**src/hw/rtl/cli_pkg.sv**
```systemverilog
// Shared types and constants for the circle and line intersection block.
package cli_pkg;

    // Coordinate width of every Q8.8 point field.
    localparam int COORD_WIDTH = 16;
    localparam int CW          = COORD_WIDTH;
    // Point differences, squared length, cross term and discriminant.
    localparam int EW     = CW + 1;
    localparam int LW     = 2 * EW;
    localparam int KW     = 2 * EW + 1;
    localparam int RADW   = CW - 1;
    localparam int R2W    = 2 * RADW;
    localparam int DW     = 2 * KW + 1;
    localparam int SQW    = 4 * CW - 1;
    localparam int RTW    = 2 * CW;
    localparam int THRW   = 63;
    localparam int CMPW   = (SQW > THRW) ? SQW : THRW;
    // Numerators and the divider.
    localparam int PW     = KW + EW;
    localparam int NW     = PW + 1;
    localparam int NUMW   = NW + 1;
    localparam int QW     = CW + 2;
    // Queue between front and back.
    localparam int FIFO_DEPTH = 4;
    localparam int FAW        = $clog2(FIFO_DEPTH);
    // Configuration port.
    localparam int ADDRW  = 4;
    localparam int APB_DW = 64;
    localparam logic [ADDRW-4:0] REG_TANGENT_THRESHOLD = '0;

    // Hit count codes.
    localparam logic [1:0] HITS_NONE = 2'd0;
    localparam logic [1:0] HITS_ONE  = 2'd1;
    localparam logic [1:0] HITS_TWO  = 2'd2;

    typedef struct packed {
        logic signed [CW-1:0] center_x;
        logic signed [CW-1:0] center_y;
        logic [RADW-1:0]      radius;
        logic signed [CW-1:0] line_ax;
        logic signed [CW-1:0] line_ay;
        logic signed [CW-1:0] line_bx;
        logic signed [CW-1:0] line_by;
    } in_t;

    typedef struct packed {
        logic [1:0]           hit_count;
        logic signed [CW-1:0] first_x;
        logic signed [CW-1:0] first_y;
        logic signed [CW-1:0] second_x;
        logic signed [CW-1:0] second_y;
        logic                 degenerate;
    } out_t;

    // One classified request as it waits between front and back.
    typedef struct packed {
        logic [LW-1:0]        len2;
        logic signed [KW-1:0] k;
        logic [R2W-1:0]       r2;
        logic signed [EW-1:0] ex;
        logic signed [EW-1:0] ey;
        logic signed [CW-1:0] cx;
        logic signed [CW-1:0] cy;
        logic                 degen;
    } q_t;

endpackage

```
**src/hw/rtl/cli_front.sv**
```systemverilog
// Front part: accepts requests, moves them to the circle frame, forms L and K.
module cli_front (
    input  logic          aclk,
    input  logic          aresetn,
    input  logic          s_valid,
    output logic          s_ready,
    input  cli_pkg::in_t  s_data,
    output logic          push_valid,
    input  logic          push_ready,
    output cli_pkg::q_t   push_data
);
    import cli_pkg::*;

    logic fen;
    logic f1_v_reg, f2_v_reg, f3_v_reg;

    logic signed [EW-1:0] ex_next, ey_next, px_next, py_next, qx_next, qy_next;
    logic signed [EW-1:0] ex_reg, ey_reg, px_reg, py_reg, qx_reg, qy_reg;
    logic [RADW-1:0]      rad_reg;
    logic signed [CW-1:0] cx1_reg, cy1_reg;
    logic                 dg1_reg;

    logic [LW-1:0]          ex2_reg, ey2_reg;
    logic signed [2*EW-1:0] pq_reg, qp_reg;
    logic [R2W-1:0]         r2_reg;
    logic signed [EW-1:0]   ex2p_reg, ey2p_reg;
    logic signed [CW-1:0]   cx2_reg, cy2_reg;
    logic                   dg2_reg;

    q_t f3_reg;

    // The whole front moves together unless its last stage is stuck.
    assign fen        = !f3_v_reg || push_ready;
    assign s_ready    = fen;
    assign push_valid = f3_v_reg;
    assign push_data  = f3_reg;

    // Differences, sign extended by one bit.
    assign ex_next = {s_data.line_bx[CW-1], s_data.line_bx}
                   - {s_data.line_ax[CW-1], s_data.line_ax};
    assign ey_next = {s_data.line_by[CW-1], s_data.line_by}
                   - {s_data.line_ay[CW-1], s_data.line_ay};
    assign px_next = {s_data.line_ax[CW-1], s_data.line_ax}
                   - {s_data.center_x[CW-1], s_data.center_x};
    assign py_next = {s_data.line_ay[CW-1], s_data.line_ay}
                   - {s_data.center_y[CW-1], s_data.center_y};
    assign qx_next = {s_data.line_bx[CW-1], s_data.line_bx}
                   - {s_data.center_x[CW-1], s_data.center_x};
    assign qy_next = {s_data.line_by[CW-1], s_data.line_by}
                   - {s_data.center_y[CW-1], s_data.center_y};

    // Valid bits of the three front stages.
    always_ff @(posedge aclk) begin
        if (!aresetn) begin
            f1_v_reg <= 1'b0;
            f2_v_reg <= 1'b0;
            f3_v_reg <= 1'b0;
        end else if (fen) begin
            f1_v_reg <= s_valid;
            f2_v_reg <= f1_v_reg;
            f3_v_reg <= f2_v_reg;
        end
    end

    // Stage one: frame shift and the coincident-point check.
    always_ff @(posedge aclk) begin
        if (fen) begin
            ex_reg  <= ex_next;
            ey_reg  <= ey_next;
            px_reg  <= px_next;
            py_reg  <= py_next;
            qx_reg  <= qx_next;
            qy_reg  <= qy_next;
            rad_reg <= s_data.radius;
            cx1_reg <= s_data.center_x;
            cy1_reg <= s_data.center_y;
            dg1_reg <= (ex_next == '0) && (ey_next == '0);
        end
    end

    // Stage two: the products.
    always_ff @(posedge aclk) begin
        if (fen) begin
            ex2_reg  <= LW'(ex_reg * ex_reg);
            ey2_reg  <= LW'(ey_reg * ey_reg);
            pq_reg   <= (2*EW)'(px_reg) * (2*EW)'(qy_reg);
            qp_reg   <= (2*EW)'(qx_reg) * (2*EW)'(py_reg);
            r2_reg   <= R2W'(rad_reg) * R2W'(rad_reg);
            ex2p_reg <= ex_reg;
            ey2p_reg <= ey_reg;
            cx2_reg  <= cx1_reg;
            cy2_reg  <= cy1_reg;
            dg2_reg  <= dg1_reg;
        end
    end

    // Stage three: squared length and cross term.
    always_ff @(posedge aclk) begin
        if (fen) begin
            f3_reg.len2  <= ex2_reg + ey2_reg;
            f3_reg.k     <= KW'(pq_reg) - KW'(qp_reg);
            f3_reg.r2    <= r2_reg;
            f3_reg.ex    <= ex2p_reg;
            f3_reg.ey    <= ey2p_reg;
            f3_reg.cx    <= cx2_reg;
            f3_reg.cy    <= cy2_reg;
            f3_reg.degen <= dg2_reg;
        end
    end

endmodule

```
**config.mk**
```make
export PLATFORM = sky130hd
export DESIGN_NAME = cli_front
export DESIGN_NICKNAME = d
export VERILOG_FILES = /design/src/hw/rtl/cli_pkg.sv /design/src/hw/rtl/cli_front.sv
export SDC_FILE = /design/constraint.sdc
export NUM_CORES = 2
export LEC_CHECK = 0
export ABC_AREA = 1
export BUFFER_PORTS_ARGS = -buffer_cell sky130_fd_sc_hd__buf_4
export CAP_MARGIN = 20
export CORE_MARGIN = 2
export CORE_UTILIZATION = 40
export DETAILED_ROUTE_END_ITERATION = 7
export PLACE_DENSITY = 0.62
export SYNTH_ARGS = -nofsm -noshare
export SYNTH_HDL_FRONTEND = slang
export SYNTH_SLANG_ARGS = --single-unit
export TNS_END_PERCENT = 50
```
**constraint.sdc**
```tcl
create_clock -name aclk -period 31 [get_ports aclk]
set_input_delay 1.55 -clock aclk [delete_from_list [all_inputs] [get_ports aclk]]
set_output_delay 1.55 -clock aclk [all_outputs]
set_load 0.01 [all_outputs]
```
# Yosys cells after proc, flatten, opt, wreduce, memory -nomap -nowiden
# Index checks and enable logic that the tools add are counted.
# W data, S select, Z words.
# word_totals
ff_bits,552
out_inout_bits,168
word_cells,49
# classes
addsub,8
mul,5
reduce_logical,5
# op_table
operator,count
$mul A17 B17 Y34,4
$sub A16 B16 Y17,6
$sub A34 B34 Y35,1
$add A34 B34 Y34,1
$logic_not A17 Y1,2
$mul A15 B15 Y30,1
$logic_and A1 B1 Y1,1
$logic_not A1 Y1,1
$logic_or A1 B1 Y1,1

# Longest topological paths before layout
# depth
ltp_word,3
ltp_mapped,32
mapped_depth_nobuf,30

# Least setup slack after synthesis
# OpenSTA, ideal clock, no wires.
# synth_path
kind,input -> output
startpoint,input push_ready
endpoint,output s_ready
arrival_time_ns,12.148
t_required_ns,29.450
slack_ns,17.302
stages,2
path_buffers,0
cell_sequence,nor2_1 > inv_1
# synth_via
elab_chain_len,1
# synth_rtl
element,line,rtl
"start, declared",cli_front.sv:9,"input logic push_ready,"
$logic_or A1 B1 Y1,cli_front.sv:33,assign fen = !f3_v_reg || push_ready;
"end, declared",cli_front.sv:6,"output logic s_ready,"
# No other way between the ends.

# Worst setup path after layout
# layout_path
startpoint,register ex_reg[16]
endpoint,register ex2_reg[30] (data pin)
# layout_via
elab_chain_len,1
# layout_rtl
element,line,rtl
"start, declared",cli_front.sv:18,"logic signed [EW-1:0] ex_reg, ey_reg, px_reg, py_reg, qx_reg, qy_reg;"
"start signal, assigned",cli_front.sv:68,ex_reg <= ex_next;
$mul A17 B17 Y34,cli_front.sv:84,ex2_reg <= LW'(ex_reg * ex_reg);
"end signal, assigned",cli_front.sv:84,
"end, declared",cli_front.sv:23,"logic [LW-1:0] ex2_reg, ey2_reg;"
# No other way between the ends.
# A chain may end at the register's enable or synchronous reset.

==> impl_metrics.json <==
{
  "setup-tns-final_ns": 0,
  "ys_types": 62,
  "nNetsFinal": 9781,
  "cts_setup_buffers": 0,
  "synth_edf_count": 543,
  "syn-mean-instance-area_um2": 9.51,
  "numClockSinks": 546,
  "hold_class": "reg2reg",
  "cts_root_buf": "clkbuf_16",
  "drtIter0Drc": 2675,
  "overflow": 0,
  "tightest_slew_ns": 1.24,
  "die_w_um": 430,
  "dp_hpwl_um": 156000,
  "arrival_ns": 7.22,
  "start_kind": "register",
  "ff2ff_setup_slack_ns": 24.23,
  "syn_area_um2": 72700,
  "ys_seq_elements": 546,
  "crit_path_end": "ex2_reg[30]",
  "critPathBufInv": 3,
  "antenna_found_initial": 9,
  "ctsResizeCount": 0,
  "drt-vias-per-instance": 4.82,
  "cp_common_cell": "fa_1",
  "status": "completed",
  "cp_top_family": "adder cells",
  "yosysWarnings": 0,
  "wl_per_cell_um": 18.5,
  "fmax_mhz": 148,
  "endpoint_kind": "register",
  "startpoint": "ex_reg[16]",
  "async_flop_share": 0,
  "hold_ws_ns": 0.403,
  "dr_total_vias": 49300,
  "start_util": 0.402,
  "syn_to_final_growth_pct": 9.46,
  "grt_pass1_vias": 54000,
  "io_buffers": 281,
  "final_common_cell": "inv_1",
  "grt_usage": 0.211,
  "max_slew_margin": 0.175,
  "layout_common_cells": "2,263 x inv_1, 1,357 x nand2_1, 1,269 x fa_1, 600 x ha_1, 543 x edfxtp_1",
  "synth_area_leader_cell": "fa_1",
  "ios": 283,
  "hold_viol": 0,
  "crit_cells": 16,
  "floorplan.die_area_um2": 185000,
  "final.period_utilization": 0.218,
  "finalMaxSlewViolations": 0,
  "rsz0062_at_grt": "no",
  "worstSkewPairLatency_ns": 0.71,
  "final_cells": 10200,
  "syn-num-nets": 9627,
  "yosysSeqAreaShare": 0.225,
  "htreeDepth": 3,
  "maxCapViolations": 0,
  "cp_slowest_stage_delay_ns": 1.01,
  "grt_max_degree": 159,
  "ctsHoldBuffers": 0,
  "cts_tree": "done",
  "row_count": 156,
  "reg2regPathDepth": 16,
  "cts_buffers": 70,
  "drtPass1Iterations": 6,
  "cts_buffer_depth": 3,
  "critPathSlowestCell": "edfxtp_1",
  "netlist.area_leader.share": 0.350,
  "fin_crit_ns": 6.77,
  "totalWireLength_um": 189000,
  "gp_routability_congestion": 0.901,
  "drive_gt1_frac": 0.0723,
  "die_h_um": 430,
  "grt_pass1_wl_um": 300000,
  "clock_skew_ns": 0.0350,
  "synthCells": 7643,
  "ant_nets": 0,
  "critPathKind": "reg2reg",
  "core_area_um2": 181000,
  "synth.area.top_cells": "fa_1 35%, edfxtp_1 22%, inv_1 12%",
  "setup_viol": 0,
  "required_ns": 31.45,
  "dp.cells": 10100,
  "drc": 0,
  "largest_reg_flops": 165,
  "timing.rr.start": "ex_reg[16]",
  "clkTransAtPathRegs_ns": 0.06,
  "reg2reg_to": "ex2_reg[30]",
  "synthFlopType": "edfxtp_1",
  "worstPathMaxFanout": 26,
  "path_cells": "nand2_1, inv_1, fa_1, fa_1, inv_1, fa_1, fa_1, fa_1, fa_1, inv_1, ha_1, a21oi_1, o21ai_0, a221oi_1, o211ai_1, xor2_1"
}
## worst min-delay path by stage
stage / start / depth (start not counted) / slack (ns) / end
global placement: cy1_reg[10] / 0 / 0.40 / cy2_reg[10]
finish: cy1_reg[3] / 0 / 0.40 / cy2_reg[3]
floorplan: cx1_reg[0] / 0 / 0.40 / cx2_reg[0]
detailed placement: cx1_reg[0] / 0 / 0.40 / cx2_reg[0]
CTS: cy1_reg[3] / 0 / 0.40 / cy2_reg[3]
global route: cy1_reg[3] / 0 / 0.41 / cy2_reg[3]
## metal layers
layer | share of wire | GRT usage | vias up
li1 | - | - | 23000
met5 | 0 | 0 | -
met2 | 0.52 | 0.380 | 1158
met4 | 0.066 | 0.124 | 0
met3 | 0.040 | 0.0211 | 360
met1 | 0.38 | 0.244 | 24800
## worst reg2reg max path, delay by kind of cell (launching register included)
kind / cells / cell delay (ns)
adders and majority gates: 7 / 3.51
AOI/OAI and AO/OA: 4 / 1.18
DFF: 1 / 1.01
buffers and inverters: 3 / 0.41
and+or+nand+nor: 1 / 0.24
xor gates and xnor gates: 1 / 0.17
## layout make-up
class                      count  area, µm²
timing repair buffer         308       2340
inverter                    2269       8520
sequential                   546      16400
antenna                        5       12.5
clock inverter                52        628
tap                         2370       2970
fill                       17200     101000
clock buffer                  77       1780
multi-input combinational   4602      46900
## Yosys cell counts (all sizes together) (5+ instances only)
cell type and count:
xor2 220, nor3 31, o21a 17, a31oi 24
a21oi 318, nand3b 5, a21boi 24, o21bai 27
xnor2 124, o31ai 15, nand2 1382, clkbuf 221
a211oi 6, edfxtp 543, a21o 20, o211ai 8
buf 5, nand3 80, nor4 12, nand4 23
inv 2269, o221ai 6, o21ai 148, nor2 206
fa 1269, ha 600, or2 18
## logic make-up after synthesis
group	synth area share
buffers and inverters	0.129
adder cells (fa/ha/maj)	0.453
AND/OR/NAND/NOR	0.0965
AO/OA/AOI/OAI	0.0546
flip-flops	0.225
XOR/XNOR	0.0416
other	0.0000516
## metrics by stage
stage          setup slack, ns  utilization  cell area, µm²
2_1_floorplan            17.30            -           72700
3_3_place_gp             24.32        0.427           77100
3_5_place_dp             24.24        0.427           77100
4_1_cts                  24.21        0.440           79500
5_1_grt                  23.89        0.440           79500
6_report                 24.23        0.440           79500
Power is left out: the tool's default activity adds up to more than one toggle a clock period on the data nets, which glitch-free logic cannot reach.
