--- config.mk ---
export PLATFORM = sky130hd
export DESIGN_NAME = cli_fifo
export DESIGN_NICKNAME = d
export VERILOG_FILES = /design/src/hw/rtl/cli_pkg.sv /design/src/hw/rtl/cli_fifo.sv
export SDC_FILE = /design/constraint.sdc
export NUM_CORES = 1
export LEC_CHECK = 0
export CORE_ASPECT_RATIO = 0.5
export CORE_MARGIN = 2
export CORE_UTILIZATION = 50
export DETAILED_ROUTE_END_ITERATION = 12
export DONT_BUFFER_PORTS = 1
export PLACE_DENSITY = 0.71
export SLEW_MARGIN = 20
export SYNTH_ARGS = -nofsm -noshare
export SYNTH_HDL_FRONTEND = slang
export SYNTH_SLANG_ARGS = --single-unit
--- constraint.sdc ---
create_clock -name aclk -period 13.7 [get_ports aclk]
set_input_delay 2.74 -clock aclk [delete_from_list [all_inputs] [get_ports aclk]]
set_output_delay 2.74 -clock aclk [all_outputs]
set_load 0.03 [all_outputs]
--- src/hw/rtl/cli_pkg.sv ---
// Shared types and constants for the circle and line intersection block.
package cli_pkg;

    // Coordinate width of every Q8.8 point field.
    localparam int COORD_WIDTH = 16;
    localparam int CW          = COORD_WIDTH;
    // Point differences, squared length, cross term and discriminant.
    localparam int EW     = CW + 1;
    localparam int LW     = 2 * EW;
    localparam int KW     = 2 * EW + 1;
    localparam int RADW   = CW - 1;
    localparam int R2W    = 2 * RADW;
    localparam int DW     = 2 * KW + 1;
    localparam int SQW    = 4 * CW - 1;
    localparam int RTW    = 2 * CW;
    localparam int THRW   = 63;
    localparam int CMPW   = (SQW > THRW) ? SQW : THRW;
    // Numerators and the divider.
    localparam int PW     = KW + EW;
    localparam int NW     = PW + 1;
    localparam int NUMW   = NW + 1;
    localparam int QW     = CW + 2;
    // Queue between front and back.
    localparam int FIFO_DEPTH = 4;
    localparam int FAW        = $clog2(FIFO_DEPTH);
    // Configuration port.
    localparam int ADDRW  = 4;
    localparam int APB_DW = 64;
    localparam logic [ADDRW-4:0] REG_TANGENT_THRESHOLD = '0;

    // Hit count codes.
    localparam logic [1:0] HITS_NONE = 2'd0;
    localparam logic [1:0] HITS_ONE  = 2'd1;
    localparam logic [1:0] HITS_TWO  = 2'd2;

    typedef struct packed {
        logic signed [CW-1:0] center_x;
        logic signed [CW-1:0] center_y;
        logic [RADW-1:0]      radius;
        logic signed [CW-1:0] line_ax;
        logic signed [CW-1:0] line_ay;
        logic signed [CW-1:0] line_bx;
        logic signed [CW-1:0] line_by;
    } in_t;

    typedef struct packed {
        logic [1:0]           hit_count;
        logic signed [CW-1:0] first_x;
        logic signed [CW-1:0] first_y;
        logic signed [CW-1:0] second_x;
        logic signed [CW-1:0] second_y;
        logic                 degenerate;
    } out_t;

    // One classified request as it waits between front and back.
    typedef struct packed {
        logic [LW-1:0]        len2;
        logic signed [KW-1:0] k;
        logic [R2W-1:0]       r2;
        logic signed [EW-1:0] ex;
        logic signed [EW-1:0] ey;
        logic signed [CW-1:0] cx;
        logic signed [CW-1:0] cy;
        logic                 degen;
    } q_t;

endpackage

--- src/hw/rtl/cli_fifo.sv ---
// Short queue that decouples the front part from the back part.
module cli_fifo (
    input  logic        aclk,
    input  logic        aresetn,
    input  logic        push_valid,
    output logic        push_ready,
    input  cli_pkg::q_t push_data,
    output logic        pop_valid,
    input  logic        pop_ready,
    output cli_pkg::q_t pop_data
);
    import cli_pkg::*;

    q_t             mem_reg [FIFO_DEPTH];
    logic [FAW-1:0] wr_ptr_reg, rd_ptr_reg;
    logic [FAW:0]   count_reg;
    logic           do_push, do_pop;

    assign push_ready = count_reg != (FAW+1)'(FIFO_DEPTH);
    assign pop_valid  = count_reg != '0;
    assign pop_data   = mem_reg[rd_ptr_reg];
    assign do_push    = push_valid && push_ready;
    assign do_pop     = pop_valid && pop_ready;

    // Pointers and fill count.
    always_ff @(posedge aclk) begin
        if (!aresetn) begin
            wr_ptr_reg <= '0;
            rd_ptr_reg <= '0;
            count_reg  <= '0;
        end else begin
            if (do_push) begin
                wr_ptr_reg <= wr_ptr_reg + 1'b1;
            end
            if (do_pop) begin
                rd_ptr_reg <= rd_ptr_reg + 1'b1;
            end
            if (do_push && !do_pop) begin
                count_reg <= count_reg + 1'b1;
            end else if (do_pop && !do_push) begin
                count_reg <= count_reg - 1'b1;
            end
        end
    end

    // Entry storage.
    always_ff @(posedge aclk) begin
        if (do_push) begin
            mem_reg[wr_ptr_reg] <= push_data;
        end
    end

endmodule

After elaboration in Yosys (flattened, before gate mapping)
Memory sizes are Yosys's and may differ from the RTL's. A register that Yosys moved wholly into a read port is not among the register bits.
Index checks and enable logic that the tools add are counted.

storage, ports and cells
  bits in writable memories = 664
  flip-flop bits (word level) = 7
  memories kept = 1
  output and inout port bits = 168
  input bits = 170

memory list
  memory   depth  width  rd ports  clocked after memory_dff  wr ports  RTL line        RTL
  mem_reg  4      166    1         1                         1         cli_fifo.sv:14  q_t mem_reg [FIFO_DEPTH];

operators by class
  reduce and logical (&&, ||, !) cells = 8
  $add $sub $neg = 4
  muxes and demuxes = 6
  eq/ne operators = 1

operators by type and width
  cell                                              number
  two-way mux 3 bit                                 2
  adder 2 x 1 -> 2 bit, second input constant       2
  logical AND 1 bit                                 4
  two-way mux 2 bit                                 2
  adder 3 x 1 -> 3 bit, second input constant       1
  inequality test 3 bit, second input constant      1
  nonzero test 3 bit                                1
  subtractor 3 x 1 -> 3 bit, second input constant  1
  zero test 1 bit                                   2
  two-way mux 1 bit                                 2
  nonzero test 2 bit                                1

Longest topological paths before layout
Gate-level depths: netlist of the first run.

  word-level depth = 6
  depth in mapped cells = 8
  gate-level depth less buffers = 8

Worst setup path before layout of the first run
OpenSTA, ideal clock, no wires.

  path kind = input to register
  start = in push_valid
  end = mem mem_reg[0][0] in the netlist's numbering, enable pin
  library setup time = 546 ps
  stages = 2
  arrival = 6,854 ps
  path slack = 6,300 ps
  buffers on the path = 0
  cell sequence = a21boi_2 -> and2_1

on the way
  word-level cells in the longest chain between the ends = 3

ends and longest elaborated chain
  element                                  RTL line        RTL
  start: declaration                       cli_fifo.sv:5   input logic push_valid,
  logical AND 1 bit                        cli_fifo.sv:22  assign do_push = push_valid && push_ready;
  two-way mux 1 bit                        cli_fifo.sv:48  if (do_push) begin
  two-way mux 1 bit (implied by the code)  cli_fifo.sv:49  mem_reg[wr_ptr_reg] <= push_data;
  end: declaration                         cli_fifo.sv:14

Every way passes these cells.

==> results.md, run 1 <==
Yosys:
- The xor/xnor cell area share of the yosys netlist is less than 1%.
- Synthesis produced a netlist with a net count of around 1100.
- The share of the synthesized area in the top cell type is roughly 80%.
- Synthesis instantiated 25 different standard cells from the library.
- Summing every instance area after synthesis gives approximately 24000 µm².
- The post-synthesis instance total is 915.
- In the post-synthesis netlist, the cell with the most instances is sky130_fd_sc_hd__edfxtp_1.
- After Yosys synthesis, full adders, half adders and majority gates account for less than 1% of the synthesized area.
- Of the post-synthesis cell area, the part taken by muxes is ~15%.
- For this run, the register share of the synthesized area comes to roughly 82%.
- Ranked by total cell area, the synthesized netlist is headed by sky130_fd_sc_hd__edfxtp_1, sky130_fd_sc_hd__mux4_2, sky130_fd_sc_hd__dfxtp_1.
- Counting instances in the post-synthesis netlist gives the leading cell types as sky130_fd_sc_hd__edfxtp_1, sky130_fd_sc_hd__mux4_2, sky130_fd_sc_hd__buf_6.
- The post-synthesis average cell area is ~27 µm².
- The number of warnings reported in the yosys synthesis log is 0.
- Counting flops with a built-in enable in the synthesized netlist gives approximately 660.
- The synthesized-area fraction occupied by ao, oa, aoi and oai cells is less than 1%.
- In this run, synthesis produced a sequential element count of ~670.
- By area, the combinational part of the netlist is dominated by multiplexers.
- The main flop type after synthesis is sky130_fd_sc_hd__edfxtp_1.
- The most area-hungry cell type in the Yosys netlist is sky130_fd_sc_hd__edfxtp_1.
- The async set-reset flop share out of synthesis is 0%.
- The simple-gate portion of the synthesized area is less than 1%.

Global route:
- After global routing the overflow that remains totals 0.
- The number of antenna violations at the first check in global routing is 0.
- For this run, the total global-route usage over all layers was measured as between 15 and 20%.
- The first global-routing pass estimated roughly 68000 µm of wire.
- Entering global routing, the biggest net connects 71 pins.
- The via count of the first global-routing pass came to 10090.

Floorplan:
- The core area is 48400 µm².
- The horizontal die dimension is between 300 and 400 µm.
- Measured along the y axis, the die boundary spans 160 µm.
- The area of the die is slightly above 50000 µm².
- For this configuration, the core starts out at a cell density of 50.5%.
- The I/O pin count is around 340.
- The number of core rows is 57.

Clocking:
- The setup fix buffers added after clock tree synthesis is 0.
- The number of clock buffers added by TritonCTS is 56.
- The clock passes through at most 3 buffers.
- The clock-pin slew reported for the worst setup and hold paths after clock tree synthesis is around 0.060 ns.
- The clock insertion delay at the later pin of the skew report is 0.59 ns.
- In this run, post-CTS hold repair placed 0 buffers.
- The number of sinks driven by the clock tree is 673.
- In this run, post-CTS repair resized a total of 0 instances.
- The CTS H-tree depth is 2.
- TritonCTS built the clock tree.
- The cell sitting at the root of the clock tree is a sky130_fd_sc_hd__clkbuf_16.

Outcome:
- The run finished with clean final reports.

Timing:
- Adding up every negative setup slack in the final design gives 0 ns.
- The count of final hold-check violations was 0.
- Based on the critical path, the design can be clocked at up to 152 MHz.
- Setup repair after global routing left no endpoint under its margin.
- Across the routed clock network, the largest skew measured is about 0.03 ns.
- The slew of the pin with the lowest slew margin is 1.07 ns.
- After layout, the worst path uses between 40% and 50% of the clock period.
- The total setup violations reported at the end of the flow is 0.
- The headroom to the max-slew limit is 28.8%.
- The final max-slew violation count came to 0.
- After layout, the minimum clock period comes to around 6.6 ns.

Layout:
- The share of layout cells above drive strength 1 is 25.9%.
- The filler-free cell count of the finished design is approximately 1600.
- Cells fill between 50% and 60% of the core in the end.
- The final instance area is ~27000 µm².
- The number of flip-flops in the largest register is 664.
- The total inserted antenna cells is 0.
- In the final design database the tool counted between 1000 and 1500 nets.
- From synthesis to final layout, the design area changed by 9.89%.

Routing:
- The number of iterations in the first detailed-routing pass is 5.
- The detailed router placed 9579 vias in this run.
- The count of routing violations after the opening detailed-route iteration is 699.
- After detailed routing, the number of remaining DRC violations is 0.
- The detailed-route vias per instance is roughly 5.8.
- The wire length after detailed routing is 46800 µm.
- The average routed wire per standard cell is approximately 28 µm.
- In this run the remaining antenna-violating nets after routing total 0.

Worst setup path:
- Along the worst path, the maximum fanout reaches 44.
- STA classifies the critical path startpoint as a flip-flop.
- The required time at the endpoint of the critical path is 10.96 ns.
- STA classifies the critical path endpoint as a primary output.
- The critical path data arrival time is between 3 and 4 ns.
- The start-to-end type of the worst setup path is reg2out.

Placed design:
- After detailed placement, the design holds a cell count of roughly 1500.
- The post-detailed-placement cell area is ~25000 µm².
- The routability congestion estimate from global placement is 0.830.
- The count of input and output buffers is 0.
- The post-detailed-placement half-perimeter wirelength is between 20000 and 30000 µm.

Hold path:
- The path type of the worst min-delay path is reg2reg.

Power and ir drop:
- The switching fraction of total power is a little under a third.
- The internal power summed over all cells is approximately 3.8 mW.
- Combinational logic is responsible for about a quarter of the overall power.
- Dividing total power by cell area gives a power density of between 200 and 250 nW/µm².
- Registers are responsible for between 40% and 50% of the overall power.
- The static leakage power is just over 8 nW.
- The share of total power in the clock network is between 20 and 30%.
- The design draws roughly 5.5 mW.
- IR analysis of the VDD net gives a maximum drop of between 0.09 and 0.1 mV.
- The power dissipated by switching net loads is 1.69 mW.

Job:
- The tool flagged a number of max-cap violations equal to 0.
==> layout by cell type (no fill, tap or decap), types with 2 or more instances in the layout <==
cell	synthesis	routed
sky130_fd_sc_hd__edfxtp_1	664	664
sky130_fd_sc_hd__mux4_2	166	166
sky130_fd_sc_hd__clkbuf_16	0	56
sky130_fd_sc_hd__clkbuf_1	2	20
sky130_fd_sc_hd__clkinv_1	0	13
sky130_fd_sc_hd__buf_4	2	13
sky130_fd_sc_hd__dfxtp_1	9	7
sky130_fd_sc_hd__bufinv_16	0	6
sky130_fd_sc_hd__nand2_1	5	5
sky130_fd_sc_hd__ha_1	5	5
sky130_fd_sc_hd__clkinv_2	0	5
sky130_fd_sc_hd__and2_4	0	4
sky130_fd_sc_hd__and2_1	8	4
sky130_fd_sc_hd__inv_1	3	3
sky130_fd_sc_hd__xnor2_1	3	3
sky130_fd_sc_hd__mux2i_1	3	3
sky130_fd_sc_hd__or3_1	2	2
sky130_fd_sc_hd__dfxtp_4	0	2
sky130_fd_sc_hd__inv_6	0	2
==> kinds of logic after synthesis <==
logic type,Yosys count
multiplexers,169
buffers and inverters,41
adder cells (fa/ha/maj),6
XOR/XNOR,4
flip-flops,673
AND/OR/NAND/NOR,17
AO/OA/AOI/OAI,5
==> layer usage <==
layer	global-route usage, %	vias up	wire length [µm]
met5	0	-	0
met4	7.20	0	1790
met3	3.86	101	2040
met2	33.5	247	26200
met1	21.4	5203	16800
li1	-	4028	-
==> power groups by stage <==
stage | Combinational (mW) | Clock, mW | Sequential [mW]
after detailed placement | 1.36 | 0 | 2.64
after global routing | 1.40 | 1.66 | 2.61
after global placement | 1.35 | 0 | 2.62
final | 1.34 | 1.55 | 2.59
after floorplan | 1.21 | 0 | 2.61
after CTS | 1.37 | 1.58 | 2.60
==> worst max-delay path, stage by stage, from the launching register on <==
cell and delay, ns:
sky130_fd_sc_hd__dfxtp_4 0.76, sky130_fd_sc_hd__buf_4 0.78, sky130_fd_sc_hd__buf_4 0.82, sky130_fd_sc_hd__mux4_2 0.74
==> stage by stage <==
step / hold slack, ns / setup slack, ns
global route: 0.540 / 6.72
global placement: 0.499 / 7.65
floorplan: 0.468 / 6.30
detailed placement: 0.503 / 7.61
finish: 0.512 / 7.12
CTS: 0.511 / 6.94
==> layout make-up <==
| cell class | instances | area [µm²] |
|---|---|---|
| fillers | 3414 | 21600 |
| well taps | 649 | 812 |
| clock inverters | 27 | 288 |
| flip-flops and latches | 673 | 20100 |
| repair buffers | 14 | 125 |
| clock buffers | 76 | 1480 |
| multi-input cells | 201 | 4030 |
| inverters | 3 | 11.3 |
==> final timing paths <==
path	from	endpoint	slack [ns]	cells after the start
worst max register to register	count_reg[0]	mem_reg[2][135]	10.56	4
worst min register to register	wr_ptr_reg[0]	wr_ptr_reg[0]	0.51	2
worst max-delay path	flip-flop	pop_data[51]	7.12	3
worst min-delay path	wr_ptr_reg[0]	wr_ptr_reg[0]	0.51	2
Note: power is estimated with default switching activity, not from simulation.
==> inputs of run 2 (changes only) <==
Clock period 13.7 ns to 6.76 ns, I/O delays scaled along.
==> results.md, run 2 (synthesized netlist as in run 1, its figures left out) <==
Routing:
- The count of routing violations after the opening detailed-route iteration is 842 (+20%).
- The count of unresolved DRC violations after routing came to 0 (unchanged).
- The detailed-route vias per instance came to 5.80 (-0.44%).
- The average routed wire per standard cell is 27.0 µm (-5.2%).
- The number of iterations in the first detailed-routing pass is 7 (+2).
- The wire length after detailed routing is 44200 µm (-5.6%).
- The number of nets with antenna violations after detailed routing is 0 (unchanged).
- The total via count in the routed design came to 9502 (-0.80%).

Clocking:
- TritonCTS built the clock tree.
- The clock root buffer master is sky130_fd_sc_hd__clkbuf_16.
- The total of cells resized after clock tree synthesis is 0 (unchanged).
- The number of buffers created by CTS is 56 (unchanged).
- The clock-pin slew reported for the worst setup and hold paths after clock tree synthesis was 0.07 ns (about the same).
- The maximum root-to-sink buffer count is 3 (unchanged).
- The CTS H-tree depth is 2 (unchanged).
- The number of sinks driven by the clock tree is 673 (unchanged).
- The setup fix buffers added after clock tree synthesis came to 0 (unchanged).
- The clock insertion delay at the later pin of the skew report came to 0.58 ns (about the same).
- The count of hold buffers inserted by post-cts repair is 0 (unchanged).

Timing:
- Setup repair after global routing left no endpoint under its margin.
- The count of final hold-check violations is 0 (unchanged).
- The slew of the pin with the lowest slew margin is 1.15 ns (+0.0799 ns).
- The final max-slew violation count is 0 (unchanged).
- The routed design could run at a clock period as short as 3.95 ns.
- The timing-limited maximum frequency is about 250 MHz.
- After layout, the worst path uses roughly three fifths of the clock period.
- The total setup violations reported at the end of the flow is 0 (unchanged).
- The maximum clock skew at final layout was 0.0184 ns (-0.0109 ns).
- The headroom to the max-slew limit was 23.4% (-5.3 points).
- The setup TNS was 0 ns (unchanged).

Power and ir drop:
- The overall power after layout is 11.0 mW (+100%).
- The power per cell area is 409 nW/µm² (+100%).
- The maximum VDD drop is 0.224 mV (+130%).
- The static leakage power is 8.08 nW (-0.34%).

Placed design:
- The routability congestion estimate from global placement was 0.769 (-7.4%).
- The post-detailed-placement cell area is 25100 µm² (+0.12%).
- The count of input and output buffers is 0 (unchanged).
- The post-detailed-placement half-perimeter wirelength is 25500 µm (-11%).

Floorplan:
- The horizontal die dimension is 317 µm (unchanged).
- The core area is 48400 µm² (unchanged).
- The chip height is 160 µm (unchanged).
- The area of the die is 50800 µm² (unchanged).
- The initial standard-cell utilization of the core is 50.5% (unchanged).
- The I/O pin count is 338 (unchanged).
- The number of core rows is 57 (unchanged).

Global route:
- The via count of the first global-routing pass was 10008 (-0.81%).
- The number of antenna violations at the first check in global routing was 0 (unchanged).
- The global routing stage identified its most utilized layer as met2.
- The total overflow reported by the global router is 0 (unchanged).
- The met1 layer usage reported by global route is 20.2% (-1.2 points).
- The wire length of the first global-routing pass was 65100 µm (-4.2%).
- The global routing met3 resource utilization is 3.68% (-0.18 points).
- The overall track demand over capacity in global routing is 17.4% (-1.0 points).
- The pin count of the biggest net entering global routing was 161 (+130%).
- The met2 usage in global routing is 32.4% (-1.1 points).

Worst setup path:
- The critical path is of the reg2out type.
- The worst setup slack for register-to-register paths is 4.20 ns (-6.36 ns).
- The critical path data arrival time is 2.59 ns (-1.25 ns).
- The number of cells on the worst reg-to-reg path is 4 (unchanged).
- The capturing element type of the critical path is a primary output.
- The required time at the endpoint of the critical path was 5.41 ns (-5.55 ns).
- The worst register-to-register path begins at count_reg[0].
- The capturing point of the worst reg2reg path is mem_reg[1][135].
- The worst setup path is launched from a flip-flop.
- The peak fanout along the critical path is 110 (+150%).

Layout:
- The net count reported at finish came to 1119 (-0.53%).
- The share of layout cells above drive strength 1 is 26.1% (+0.26 points).
- The filler cell count came to 3413 (-0.029%).
- The area growth from synthesis to layout is 9.75%.
- The top cell types in the final layout, fill and taps aside, are sky130_fd_sc_hd__edfxtp_1, sky130_fd_sc_hd__mux4_2, sky130_fd_sc_hd__clkbuf_16.
- The library cell used most frequently in the layout, excluding fill and tap cells, is sky130_fd_sc_hd__edfxtp_1.
- The post-layout utilization of the core is 55.4% (-0.070 points).
- The total inserted antenna cells was 0 (unchanged).
- The number of flip-flops in the largest register came to 664 (unchanged).
- The final instance area is 26800 µm² (-0.13%).

Outcome:
- The flow ran to the end, and the final reports show no timing, DRC or antenna violations.

Hold path:
- The path type of the worst min-delay path is reg2reg.
- The launch point of the worst hold path is wr_ptr_reg[1].
- The worst hold path cell count is 2 (unchanged).
- The endpoint of the worst hold-timing path is wr_ptr_reg[1].

Job:
- The count of max-cap constraint violations is 0 (unchanged).
==> run 2: power by group <==
part / internal (mW) / total, mW / switching [mW]
logic: 0.867 / 2.77 / 1.90
clock network: 1.63 / 3.02 / 1.39
registers: 5.07 / 5.18 / 0.113
total: 7.56 / 11.0 / 3.41
==> run 2: worst max-delay path by stage <==
stage	start	endpoint	cells after the start
final	flip-flop	pop_data[34]	2
after global routing	flip-flop	pop_data[103]	2
after floorplan	push_valid	mem_reg[0][0]	2
after detailed placement	flip-flop	pop_data[121]	2
after global placement	flip-flop	pop_data[121]	2
after CTS	flip-flop	pop_data[121]	2
==> run 2: critical path: stages (launching register included) <==
cell and delay, ns:
sky130_fd_sc_hd__dfxtp_4 0.44, sky130_fd_sc_hd__buf_12 0.56, sky130_fd_sc_hd__mux4_2 0.76
==> run 2: cell type report <==
| type | count | area, µm² | area share, % |
|---|---|---|---|
| flip-flops and latches | 673 | 20100 | 75.0 |
| multi-input cells | 201 | 4030 | 15.0 |
| clock buffers | 68 | 1470 | 5.47 |
| well taps | 649 | 812 | 3.03 |
| clock inverters | 35 | 233 | 0.867 |
| repair buffers | 8 | 155 | 0.578 |
| inverters | 3 | 11.3 | 0.0420 |
==> run 2: routing by layer <==
layer | up-vias | routed length (µm)
met2 | 225 | 25200
met4 | 0 | 1320
met3 | 77 | 2000
met5 | - | 0
li1 | 4010 | -
met1 | 5190 | 15700
==> run 2: per-stage QoR <==
stage / hold WS (ns) / cells / setup WS, ns
2_1_floorplan: 0.468 / 915 / 0.748
3_3_place_gp: 0.480 / 1533 / 3.37
3_5_place_dp: 0.505 / 1533 / 3.33
4_1_cts: 0.514 / 1636 / 2.70
5_1_grt: 0.541 / 1637 / 2.61
6_report: 0.511 / 1637 / 2.81
